===== src/imufcy_pkg.sv =====
// shared types and constants for the imu frame checksum and yaw filter
package imufcy_pkg;

    // frame status codes
    localparam logic [1:0] STATUS_OK        = 2'd0;
    localparam logic [1:0] STATUS_BAD_START = 2'd1;
    localparam logic [1:0] STATUS_BAD_SUM   = 2'd2;

    // frame constants
    localparam logic [7:0]  SYNC_BYTE   = 8'h55;
    localparam int unsigned YAW_HI_POS  = 6;
    localparam int unsigned YAW_LO_POS  = 7;

    // filter weight, unsigned q1.15
    localparam logic [15:0] ALPHA_RESET = 16'd31130;
    localparam logic [16:0] ALPHA_ONE   = 17'd32768;

    // one finished frame handed from the front end to the filter
    typedef struct packed {
        logic [1:0]         status;
        logic signed [15:0] yaw;
    } t_frame_rec;

    // filter sequencer states
    typedef enum logic [1:0] {
        FLT_IDLE,
        FLT_MUL,
        FLT_ADD
    } t_flt_state;

endpackage


===== src/imu_frame_checksum_yaw_filter.sv =====
// top level: frame parser, record queue and yaw filter
//
// Sensor bytes enter on the rx channel (i_rx_valid / o_rx_ready), one request
// per cycle at most. Frames are FRAME_LEN bytes long, counted from reset. At
// the last byte of a frame the parser checks the start bytes and the 16-bit
// sum and pushes a frame record into a two-entry queue.
// The filter takes one record at a time: pop, multiply, add. One result
// request per frame appears on o_res_valid once the record has passed the
// queue, the record register, the product registers and the result register,
// with frame status, raw yaw (zero on a bad frame) and filtered yaw.
// Bytes are taken every cycle; only the closing byte of a frame waits, and
// only when the queue holds two records while the result receiver stalls.
// A waiting result stays stable until i_res_ready takes it.
// The user must write the weight via i_cfg_wr_en / i_cfg_wr_data only while
// no frame is in flight (not enforced); values above 32768 act as 32768.
// Synchronous reset clears the byte position, sum, filter state and queue,
// and loads the weight with 31130 (0.95).
module imu_frame_checksum_yaw_filter #(
    parameter int FRAME_LEN = 16
) (
    input  logic               i_clk,
    input  logic               i_rst_n,
    input  logic               i_rx_valid,
    output logic               o_rx_ready,
    input  logic [7:0]         i_rx_byte,
    output logic               o_res_valid,
    input  logic               i_res_ready,
    output logic [1:0]         o_frame_status,
    output logic signed [15:0] o_yaw_raw,
    output logic signed [15:0] o_yaw_filtered,
    input  logic               i_cfg_wr_en,
    input  logic [15:0]        i_cfg_wr_data
);
    import imufcy_pkg::*;

    logic [15:0] r_alpha;
    logic        q_push;
    logic        q_full;
    logic        q_pop;
    logic        q_valid;
    t_frame_rec  q_in_rec;
    t_frame_rec  q_out_rec;

    // weight register
    always_ff @(posedge i_clk) begin
        if (!i_rst_n) begin
            r_alpha <= ALPHA_RESET;
        end else if (i_cfg_wr_en) begin
            r_alpha <= i_cfg_wr_data;
        end
    end

    // front end
    imufcy_front #(
        .FRAME_LEN (FRAME_LEN)
    ) u_front (
        .i_clk      (i_clk),
        .i_rst_n    (i_rst_n),
        .i_rx_valid (i_rx_valid),
        .i_rx_byte  (i_rx_byte),
        .o_rx_ready (o_rx_ready),
        .i_q_full   (q_full),
        .o_q_push   (q_push),
        .o_q_rec    (q_in_rec)
    );

    // record queue
    imufcy_fifo u_fifo (
        .i_clk   (i_clk),
        .i_rst_n (i_rst_n),
        .i_push  (q_push),
        .i_rec   (q_in_rec),
        .o_full  (q_full),
        .i_pop   (q_pop),
        .o_valid (q_valid),
        .o_rec   (q_out_rec)
    );

    // filter back end
    imufcy_filter u_filter (
        .i_clk          (i_clk),
        .i_rst_n        (i_rst_n),
        .i_alpha_q15    (r_alpha),
        .i_q_valid      (q_valid),
        .i_q_rec        (q_out_rec),
        .o_q_pop        (q_pop),
        .o_res_valid    (o_res_valid),
        .i_res_ready    (i_res_ready),
        .o_frame_status (o_frame_status),
        .o_yaw_raw      (o_yaw_raw),
        .o_yaw_filtered (o_yaw_filtered)
    );

endmodule


===== src/imufcy_front.sv =====
// frame parser: byte position, checksum, start check and yaw capture
module imufcy_front #(
    parameter int FRAME_LEN = 16
) (
    input  logic                   i_clk,
    input  logic                   i_rst_n,
    input  logic                   i_rx_valid,
    input  logic [7:0]             i_rx_byte,
    output logic                   o_rx_ready,
    input  logic                   i_q_full,
    output logic                   o_q_push,
    output imufcy_pkg::t_frame_rec o_q_rec
);
    import imufcy_pkg::*;

    localparam int POS_W = $clog2(FRAME_LEN);
    localparam logic [POS_W-1:0] POS_LAST  = POS_W'(FRAME_LEN - 1);
    localparam logic [POS_W-1:0] POS_CHKHI = POS_W'(FRAME_LEN - 2);
    localparam logic [POS_W-1:0] POS_YAWHI = POS_W'(YAW_HI_POS);
    localparam logic [POS_W-1:0] POS_YAWLO = POS_W'(YAW_LO_POS);

    logic [POS_W-1:0] r_pos;
    logic [15:0]      r_sum;
    logic             r_start_ok;
    logic [15:0]      r_yaw;
    logic [7:0]       r_chk_hi;

    logic             acc_byte;
    logic             is_last;
    logic [15:0]      received;

    // only the closing byte needs room in the queue
    assign is_last    = (r_pos == POS_LAST);
    assign o_rx_ready = !is_last || !i_q_full;
    assign acc_byte   = i_rx_valid && o_rx_ready;
    assign received   = {r_chk_hi, i_rx_byte};

    // frame record built at the closing byte
    always_comb begin
        o_q_push = acc_byte && is_last;
        o_q_rec.yaw = '0;
        if (!r_start_ok) begin
            o_q_rec.status = STATUS_BAD_START;
        end else if (r_sum != received) begin
            o_q_rec.status = STATUS_BAD_SUM;
        end else begin
            o_q_rec.status = STATUS_OK;
            o_q_rec.yaw    = r_yaw;
        end
    end

    // position, sum and start flag
    always_ff @(posedge i_clk) begin
        if (!i_rst_n) begin
            r_pos      <= '0;
            r_sum      <= '0;
            r_start_ok <= 1'b1;
        end else if (acc_byte) begin
            if (is_last) begin
                r_pos      <= '0;
                r_sum      <= '0;
                r_start_ok <= 1'b1;
            end else begin
                r_pos <= r_pos + 1'b1;
                if (r_pos != POS_CHKHI) begin
                    r_sum <= r_sum + {8'd0, i_rx_byte};
                end
                if ((r_pos == '0 || r_pos == POS_W'(1)) && i_rx_byte != SYNC_BYTE) begin
                    r_start_ok <= 1'b0;
                end
            end
        end
    end

    // yaw and checksum high byte capture
    always_ff @(posedge i_clk) begin
        if (!i_rst_n) begin
            r_yaw    <= '0;
            r_chk_hi <= '0;
        end else if (acc_byte) begin
            if (r_pos == POS_YAWHI) begin
                r_yaw[15:8] <= i_rx_byte;
            end
            if (r_pos == POS_YAWLO) begin
                r_yaw[7:0] <= i_rx_byte;
            end
            if (r_pos == POS_CHKHI) begin
                r_chk_hi <= i_rx_byte;
            end
        end
    end

endmodule


===== src/imufcy_fifo.sv =====
// two-entry queue of frame records between parser and filter
module imufcy_fifo (
    input  logic                   i_clk,
    input  logic                   i_rst_n,
    input  logic                   i_push,
    input  imufcy_pkg::t_frame_rec i_rec,
    output logic                   o_full,
    input  logic                   i_pop,
    output logic                   o_valid,
    output imufcy_pkg::t_frame_rec o_rec
);
    import imufcy_pkg::*;

    t_frame_rec  r_mem [2];
    logic        r_wr_ptr;
    logic        r_rd_ptr;
    logic [1:0]  r_count;

    assign o_full  = (r_count == 2'd2);
    assign o_valid = (r_count != 2'd0);
    assign o_rec   = r_mem[r_rd_ptr];

    // entry storage
    always_ff @(posedge i_clk) begin
        if (i_push) begin
            r_mem[r_wr_ptr] <= i_rec;
        end
    end

    // pointers and fill count
    always_ff @(posedge i_clk) begin
        if (!i_rst_n) begin
            r_wr_ptr <= 1'b0;
            r_rd_ptr <= 1'b0;
            r_count  <= '0;
        end else begin
            if (i_push) begin
                r_wr_ptr <= !r_wr_ptr;
            end
            if (i_pop) begin
                r_rd_ptr <= !r_rd_ptr;
            end
            case ({i_push, i_pop})
                2'b10:   r_count <= r_count + 2'd1;
                2'b01:   r_count <= r_count - 2'd1;
                default: r_count <= r_count;
            endcase
        end
    end

endmodule


===== src/imufcy_filter.sv =====
// exponential yaw filter and result register
module imufcy_filter (
    input  logic                   i_clk,
    input  logic                   i_rst_n,
    input  logic [15:0]            i_alpha_q15,
    input  logic                   i_q_valid,
    input  imufcy_pkg::t_frame_rec i_q_rec,
    output logic                   o_q_pop,
    output logic                   o_res_valid,
    input  logic                   i_res_ready,
    output logic [1:0]             o_frame_status,
    output logic signed [15:0]     o_yaw_raw,
    output logic signed [15:0]     o_yaw_filtered
);
    import imufcy_pkg::*;

    t_flt_state         r_state;
    t_flt_state         n_state;
    t_frame_rec         r_rec;
    logic signed [31:0] r_acc;
    logic signed [33:0] r_prod_new;
    logic signed [49:0] r_prod_old;
    logic               r_out_valid;
    logic [1:0]         r_status;
    logic signed [15:0] r_yaw_raw;
    logic signed [15:0] r_yaw_filt;

    logic               ld_prod;
    logic               ld_out;
    logic [16:0]        alpha_sat;
    logic [16:0]        alpha_rest;
    logic signed [51:0] mix;
    logic signed [31:0] acc_next;

    // weight saturated at one
    assign alpha_sat  = ({1'b0, i_alpha_q15} > ALPHA_ONE) ? ALPHA_ONE : {1'b0, i_alpha_q15};
    assign alpha_rest = ALPHA_ONE - alpha_sat;

    // mix of both products, floored by the arithmetic shift
    assign mix      = {{2{r_prod_new[33]}}, r_prod_new, 16'd0}
                    + {{2{r_prod_old[49]}}, r_prod_old};
    assign acc_next = mix[46:15];

    // next state
    always_comb begin
        n_state = r_state;
        case (r_state)
            FLT_IDLE: begin
                if (i_q_valid) begin
                    n_state = FLT_MUL;
                end
            end
            FLT_MUL: n_state = FLT_ADD;
            FLT_ADD: begin
                if (ld_out) begin
                    n_state = FLT_IDLE;
                end
            end
            default: n_state = FLT_IDLE;
        endcase
    end

    // sequencer outputs
    always_comb begin
        o_q_pop = 1'b0;
        ld_prod = 1'b0;
        ld_out  = 1'b0;
        case (r_state)
            FLT_IDLE: o_q_pop = i_q_valid;
            FLT_MUL:  ld_prod = 1'b1;
            FLT_ADD:  ld_out  = !r_out_valid || i_res_ready;
            default: begin
                o_q_pop = 1'b0;
            end
        endcase
    end

    // state register
    always_ff @(posedge i_clk) begin
        if (!i_rst_n) begin
            r_state <= FLT_IDLE;
        end else begin
            r_state <= n_state;
        end
    end

    // record and product registers
    always_ff @(posedge i_clk) begin
        if (o_q_pop) begin
            r_rec <= i_q_rec;
        end
        if (ld_prod) begin
            r_prod_new <= 34'($signed({1'b0, alpha_sat})) * 34'(r_rec.yaw);
            r_prod_old <= 50'($signed({1'b0, alpha_rest})) * 50'(r_acc);
        end
    end

    // filter state, updated on good frames only
    always_ff @(posedge i_clk) begin
        if (!i_rst_n) begin
            r_acc <= '0;
        end else if (ld_out && r_rec.status == STATUS_OK) begin
            r_acc <= acc_next;
        end
    end

    // result register
    always_ff @(posedge i_clk) begin
        if (!i_rst_n) begin
            r_out_valid <= 1'b0;
        end else if (ld_out) begin
            r_out_valid <= 1'b1;
        end else if (i_res_ready) begin
            r_out_valid <= 1'b0;
        end
    end

    always_ff @(posedge i_clk) begin
        if (ld_out) begin
            r_status   <= r_rec.status;
            r_yaw_raw  <= r_rec.yaw;
            r_yaw_filt <= (r_rec.status == STATUS_OK) ? acc_next[31:16] : r_acc[31:16];
        end
    end

    assign o_res_valid    = r_out_valid;
    assign o_frame_status = r_status;
    assign o_yaw_raw      = r_yaw_raw;
    assign o_yaw_filtered = r_yaw_filt;

endmodule


===== config.mk =====
export PLATFORM = sky130hd
export DESIGN_NAME = imu_frame_checksum_yaw_filter
export DESIGN_NICKNAME = d
export VERILOG_FILES = /design/src/imufcy_pkg.sv /design/src/imu_frame_checksum_yaw_filter.sv /design/src/imufcy_front.sv /design/src/imufcy_fifo.sv /design/src/imufcy_filter.sv
export SDC_FILE = /design/constraint.sdc
export NUM_CORES = 2
export LEC_CHECK = 0
export ABC_AREA = 1
export BUFFER_PORTS_ARGS = -buffer_cell sky130_fd_sc_hd__buf_2
export CAP_MARGIN = 10
export CORE_UTILIZATION = 51
export DETAILED_ROUTE_END_ITERATION = 10
export GPL_TIMING_DRIVEN = 0
export PLACE_DENSITY = 0.75
export SYNTH_ARGS = -nofsm -noshare
export SYNTH_HDL_FRONTEND = slang
export SYNTH_HIERARCHICAL = 1
export SYNTH_SLANG_ARGS = --single-unit

===== constraint.sdc =====
create_clock -name i_clk -period 10 [get_ports i_clk]
set_input_delay 1.5 -clock i_clk [delete_from_list [all_inputs] [get_ports i_clk]]
set_output_delay 1.5 -clock i_clk [all_outputs]
set_load 0.02 [all_outputs]

=== Word-level counts from Yosys, hierarchy flattened ===
Memory sizes are Yosys's and may differ from the RTL's. A register that Yosys moved wholly into a read port is not among the register bits.
Index checks and enable logic that the tools add are counted.
W data, S select, Z words.

* Bits in registers: 212
* Bits in writable memories: 36
* Bits of input ports: 29
* Output and inout port bits: 36
* Word-level logic and storage cells: 91
* Memories: 1

* $add $sub $neg: 6
* Multipliers: 2
* Order comparisons: 1
* Equality and inequality tests: 15
* Multiplexer cells: 22
* Reductions and logical operators: 26

{| class="wikitable"
|+ Memory list
! name !! words !! width !! rd ports !! clocked after memory_dff !! wr ports !! line !! RTL
|-
| u_fifo.r_mem || 2 || 18 || 1 || 1 || 1 || imufcy_fifo.sv:14 || <nowiki>t_frame_rec r_mem [2];</nowiki>
|}

{| class="wikitable"
|+ Operators by type and width
! operator !! count
|-
| $mux W16 || 6
|-
| $add A47 B47 Y47 || 1
|-
| $mul A18 B32 Y47 || 1
|-
| $mul A17 B16 Y31 || 1
|-
| $sub A16 B17 Y17 const A || 1
|-
| $add A16 B8 Y16 || 1
|-
| $gt A16 B16 Y1 const B || 1
|-
| $ne A16 B16 Y1 || 1
|-
| $reduce_and A2 Y1 || 6
|-
| $reduce_bool A2 Y1 || 5
|-
| $mux W1 || 9
|-
| $eq A4 B3 Y1 const B || 2
|-
| $eq A4 B4 Y1 const B || 2
|-
| $mux W2 || 4
|-
| $ne A8 B7 Y1 const B || 1
|-
| $eq A2 B2 Y1 const B || 3
|-
| $pmux W2 S3 || 1
|-
| $logic_not A1 Y1 || 5
|-
| $add A4 B1 Y4 const B || 1
|-
| $eq A2 B1 Y1 const B || 2
|-
| $eq A4 B1 Y1 const B || 1
|-
| $logic_and A1 B1 Y1 || 4
|-
| $logic_not A2 Y1 || 2
|-
| $logic_not A4 Y1 || 1
|-
| other kinds (7) || 10
|}

=== Logic depth before layout (Yosys ltp) ===
* Depth in word-level cells: 7
* Mapped depth: 46
* Depth with buffers taken out: 42

=== Modules after synthesis ===
The synthesis kept the hierarchy.

{| class="wikitable"
|+ By module, submodules not included
! module !! instances !! cells each !! area each (um^2) !! sequential area each (um^2)
|-
| imufcy_filter || 1 || 4,079 || 33,941.3 || 4,154.0
|-
| imufcy_front || 1 || 383 || 2,601.2 || 900.9
|-
| imufcy_fifo || 1 || 91 || 1,579.0 || 1,181.1
|-
| imu_frame_checksum_yaw_filter || 1 || 84 || 636.9 || 320.3
|}

=== Worst setup path before layout ===
OpenSTA, ideal clock, no wires.

* Path kind: register -> register
* Start: register r_alpha[4]
* End: register u_filter.r_prod_old[46] (data pin)
* Library setup time: 252 ps
* Arrival time: 7,247 ps
* Data required time: 9,748 ps
* Path slack: 2,501 ps
* Cell stages (with the launch flop): 42
* Buffers on the path: 4
* Clock period less this slack: 7,499 ps
* Cells stage by stage: dfxtp_1 > nor2_1 > nand2_1 > nor2_1 > nand2_1 > nand2_2 > buf_6 > buf_4 > inv_1 > nor2_1 > inv_1 > clkbuf_1 > ha_1 > nand3_2 > nor2_1 > nand2_1 > xor2_1 > inv_2 > [... 6 more ...] > fa_1 > fa_1 > inv_1 > fa_1 > inv_1 > fa_1 > ha_1 > inv_1 > nor3_1 > nand2_1 > inv_1 > nand2_1 > o21bai_1 > nand3_1 > xor2_1 > inv_1 > nand2_1 > nand2_1

* Word-level cells in the longest chain between the ends: 4

{| class="wikitable"
|+ RTL lines
! item !! line !! RTL
|-
| start: declaration || imu_frame_checksum_yaw_filter.sv:36 || <nowiki>logic [15:0] r_alpha;</nowiki>
|-
| start signal: assignment || imu_frame_checksum_yaw_filter.sv:49 || <nowiki>r_alpha <= i_cfg_wr_data;</nowiki>
|-
| $gt A16 B16 Y1 || imufcy_filter.sv:36 || <nowiki>assign alpha_sat = ({1'b0, i_alpha_q15} > ALPHA_ONE) ? ALPHA_ONE : {1'b0, i_alpha_q15};</nowiki>
|-
| $mux W16 * || imufcy_filter.sv:36 ||
|-
| $sub A16 B17 Y17 * || imufcy_filter.sv:37 || <nowiki>assign alpha_rest = ALPHA_ONE - alpha_sat;</nowiki>
|-
| $mul A18 B32 Y47 * || imufcy_filter.sv:94 || <nowiki>r_prod_old <= 50'($signed({1'b0, alpha_rest})) * 50'(r_acc);</nowiki>
|-
| end signal: assignment || imufcy_filter.sv:94 ||
|-
| end: declaration || imufcy_filter.sv:22 || <nowiki>logic signed [49:0] r_prod_old;</nowiki>
|}

Mark *: on every way between the ends. The rest lies on a longest branch, timed or not.
A chain may end at the register's enable or synchronous reset.

=== Worst setup path in the final report ===
* Start: register r_alpha[3]
* End: register u_filter.r_prod_old[43] (data pin)

The elaborated chain is that of the path after synthesis.

==> flow_summary_export.csv <==
group,metric,value,unit
outcome,status,"finished clean",
finish,fin_nets,5720,
floorplanning,pin_count,65,
yosys,yosys-top-cells-count,"1093 x inv_1, 845 x nand2_1, 695 x fa_1",
setup_path,crit_slowest_cell,"fa_1",
min_path,worstHoldStart,"u_filter/r_rec[9]$_DFFE_PP_",
cts,numCtsBuffers,28,
grt,grt_pass1_vias,31700,
setup_path,end_kind,"flip-flop",
finish,final_core_util,0.553,
sta,finalSetupViolCount,0,
routing,drcViolationCount,0,
sta,fmax,103,MHz
finish,antenna-diode-count,0,
sta,slew_viol_final,0,
routing,num_vias,31500,
routing,dr_wl_met3,12.3,mm
sta,layout_min_cycle_time,9740,ps
floorplanning,core,74800,um^2
setup_path,start_kind,"flip-flop",
yosys,synthTopCellsByArea,"fa_1 36%, edfxtp_1 12%, inv_1 11%",
sta,fin_skew,46.1,ps
yosys,synth_area,38800,um^2
cts,htree_num_levels,1,
pwr,peakVddDrop,1.04,mV
yosys,ys_warn_count,6,
yosys,netlist_instances,4637,
yosys,synth-seq-cells,252,
yosys,ys.flop_type,"edfxtp_1",
min_path,worstHoldPathType,"flip-flop to flip-flop",
yosys,seq_area_frac_synth,0.169,
cts,clk_path_buf_depth,3,
yosys,syn_avg_cell_area,8.36,um^2
routing,drt_iter0_markers,3084,
setup_path,cp-startpoint,"r_alpha[3]$_SDFFE_PN1P_",
setup_path,r2r-start,"r_alpha[3]$_SDFFE_PN1P_",
finish,drive_gt1_frac,0.0557,
setup_path,crit_top_cell,"fa_1",
routing,wl_met2,51.9,mm
sta,tightest_slew,1000,ps
pwr,p_per_area,352,nW/um^2
cts,clkLatencyLatePin,610,ps
finish,area_delta_synth_final,6.70,%
floorplanning,die_h,278,um
routing,wl_met1,46.0,mm
grt,grt_pass1_wl,179,mm
flow_run,max-cap-violations,0,
setup_path,cp.required,10330,ps
floorplanning,die_w,278,um
pwr,p_leak,20.8,nW
yosys,synth_async_sr_flop_share,0,
grt,antenna_found_initial,1,
floorplanning,die_area,77100,um^2
grt,grt_usage,0.306,
finish,layout.cells.non_filler,5724,
routing,ant_nets,0,
routing,drt_wl_total,116,mm
yosys,synth.top_cell.area_share,0.359,
pwr,total_power,14.5,mW
setup_path,cp_max_fo,10,
routing,avgViaCountPerCell,5.49,
placed_design,placed_cell_area,40400,um^2
setup_path,arrival,10070,ps
routing,first_pass_iters,7,
placed_design,place_hpwl,97.6,mm
yosys,yosysMostFrequentCell,"inv_1",
routing,wire_per_inst,20.3,um
sta,rsz0062_at_grt,"no",
yosys,ys_types,58,
sta,fin_crit_sh,0.974,
setup_path,critical_path_class,"flip-flop to flip-flop",
routing,routed.top_layer,"met4",
sta,timing.setup.tns,0,ps
yosys,syn_nets,5624,
cts,path_clk_slew,70,ps
grt,grt_max_degree,48,
sta,relSlewSlack,0.331,
placed_design,gp_congestion,1.04,
yosys,synth_edf_count,151,
placed_design,place.port_buffers,63,
floorplanning,initial_utilization,0.518,
placed_design,dp.cells,5674,
grt,grt_overflow,0,
cts,cts_tree,"yes",
finish,fin_area,41400,um^2
cts,root_buffer,"clkbuf_16",
yosys,synth_largest_area_cell,"fa_1",
setup_path,cpPeakStageDelay,590,ps
cts,cts_sinks,252,
finish,fillCellCount,6864,
sta,hold_viol_final,0,
floorplanning,rows,100,
layout by cell type, fill, tap and decap left out, types with 16 or more instances in the layout:
master / synthesis / layout
inv_1: 1093 / 1091
nand2_1: 845 / 845
fa_1: 695 / 695
nor2_1: 537 / 535
ha_1: 263 / 263
a21oi_1: 200 / 200
edfxtp_1: 151 / 151
nand3_1: 116 / 116
o21ai_0: 114 / 114
clkbuf_1: 97 / 105
dfxtp_1: 101 / 101
buf_2: 32 / 94
xor2_1: 62 / 61
xnor2_1: 36 / 36
clkbuf_16: 0 / 29
nand4_1: 28 / 28
a31oi_1: 23 / 23
inv_2: 16 / 17
nand2_2: 16 / 16
nor3_1: 18 / 16
sequential cells by signal (all words and copies together) (netlist names), 18 cells and up, named ones only:
signal               count
u_filter/r_prod_new     31
u_filter/r_acc          32
u_filter/r_rec          18
u_fifo/r_mem            36
u_filter/r_prod_old     32
metrics by stage:
| stage | hold WS, ps | setup slack, ps |
|---|---|---|
| detailed placement | 430 | -429 |
| CTS | 435 | 61.0 |
| finish | 435 | 263 |
| floorplan | 421 | 2500 |
| global route | 465 | 47.1 |
| global placement | 435 | -433 |
final cells by class:
type	instances	area, um^2	share of cell area
Tap cell	969	1210	0.0293
Clock buffer	42	798	0.0193
Sequential cell	252	6560	0.159
Clock inverter	10	150	0.00363
Timing Repair Buffer	69	400	0.00968
Multi-Input combinational cell	3114	27300	0.660
Inverter	1117	4200	0.102
Buffer	151	742	0.0179
what timing repair did:
| item | 4_1_cts | 5_1_grt |
|---|---|---|
| hold buffers | 0 | 0 |
| resized for setup | 2 | 4 |
| pin swaps | 0 | 0 |
| buffers inserted | 0 | 1 |
| endpoints found under the setup margin | 12 | 23 |
metal layers:
layer,GRT usage,vias to the layer above
met5,0,-
met3,0.0658,294
met4,0.135,0
met2,0.481,1548
met1,0.408,15500
li1,-,14100
kinds of logic after synthesis:
logic type | synth area share
xor gates and xnor gates | 0.0226
buffers and inverters | 0.128
adders and majority gates | 0.444
AOI/OAI and AO/OA | 0.0612
DFF | 0.169
and+or+nand+nor | 0.169
muxes | 0.00620
where the power goes:
group | switching, mW | total, mW | internal, mW
registers | 0.0976 | 1.90 | 1.81
logic | 7.28 | 11.6 | 4.28
clock network | 0.462 | 1.08 | 0.614
path summary, 6_finish.rpt:
kind                                       endpoint  slack, ps  depth (start not counted)
setup / recovery  u_filter/r_prod_old[43]$_DFFE_PN_        260                         39
hold / removal      u_filter/o_yaw_raw[9]$_DFFE_PP_        430                          0
setup reg to reg  u_filter/r_prod_old[43]$_DFFE_PN_        260                         39
hold reg to reg     u_filter/o_yaw_raw[9]$_DFFE_PP_        430                          0
worst max-delay path, delay by kind of cell (launching register included):
family                     cells  cell delay (ps)
AOI/OAI and AO/OA              1              480
buffers and inverters         13             2000
and+or+nand+nor               16             2680
DFF                            1              360
adders and majority gates      8             3740
xor gates and xnor gates       1              140
(Power assumes the default switching activity.)
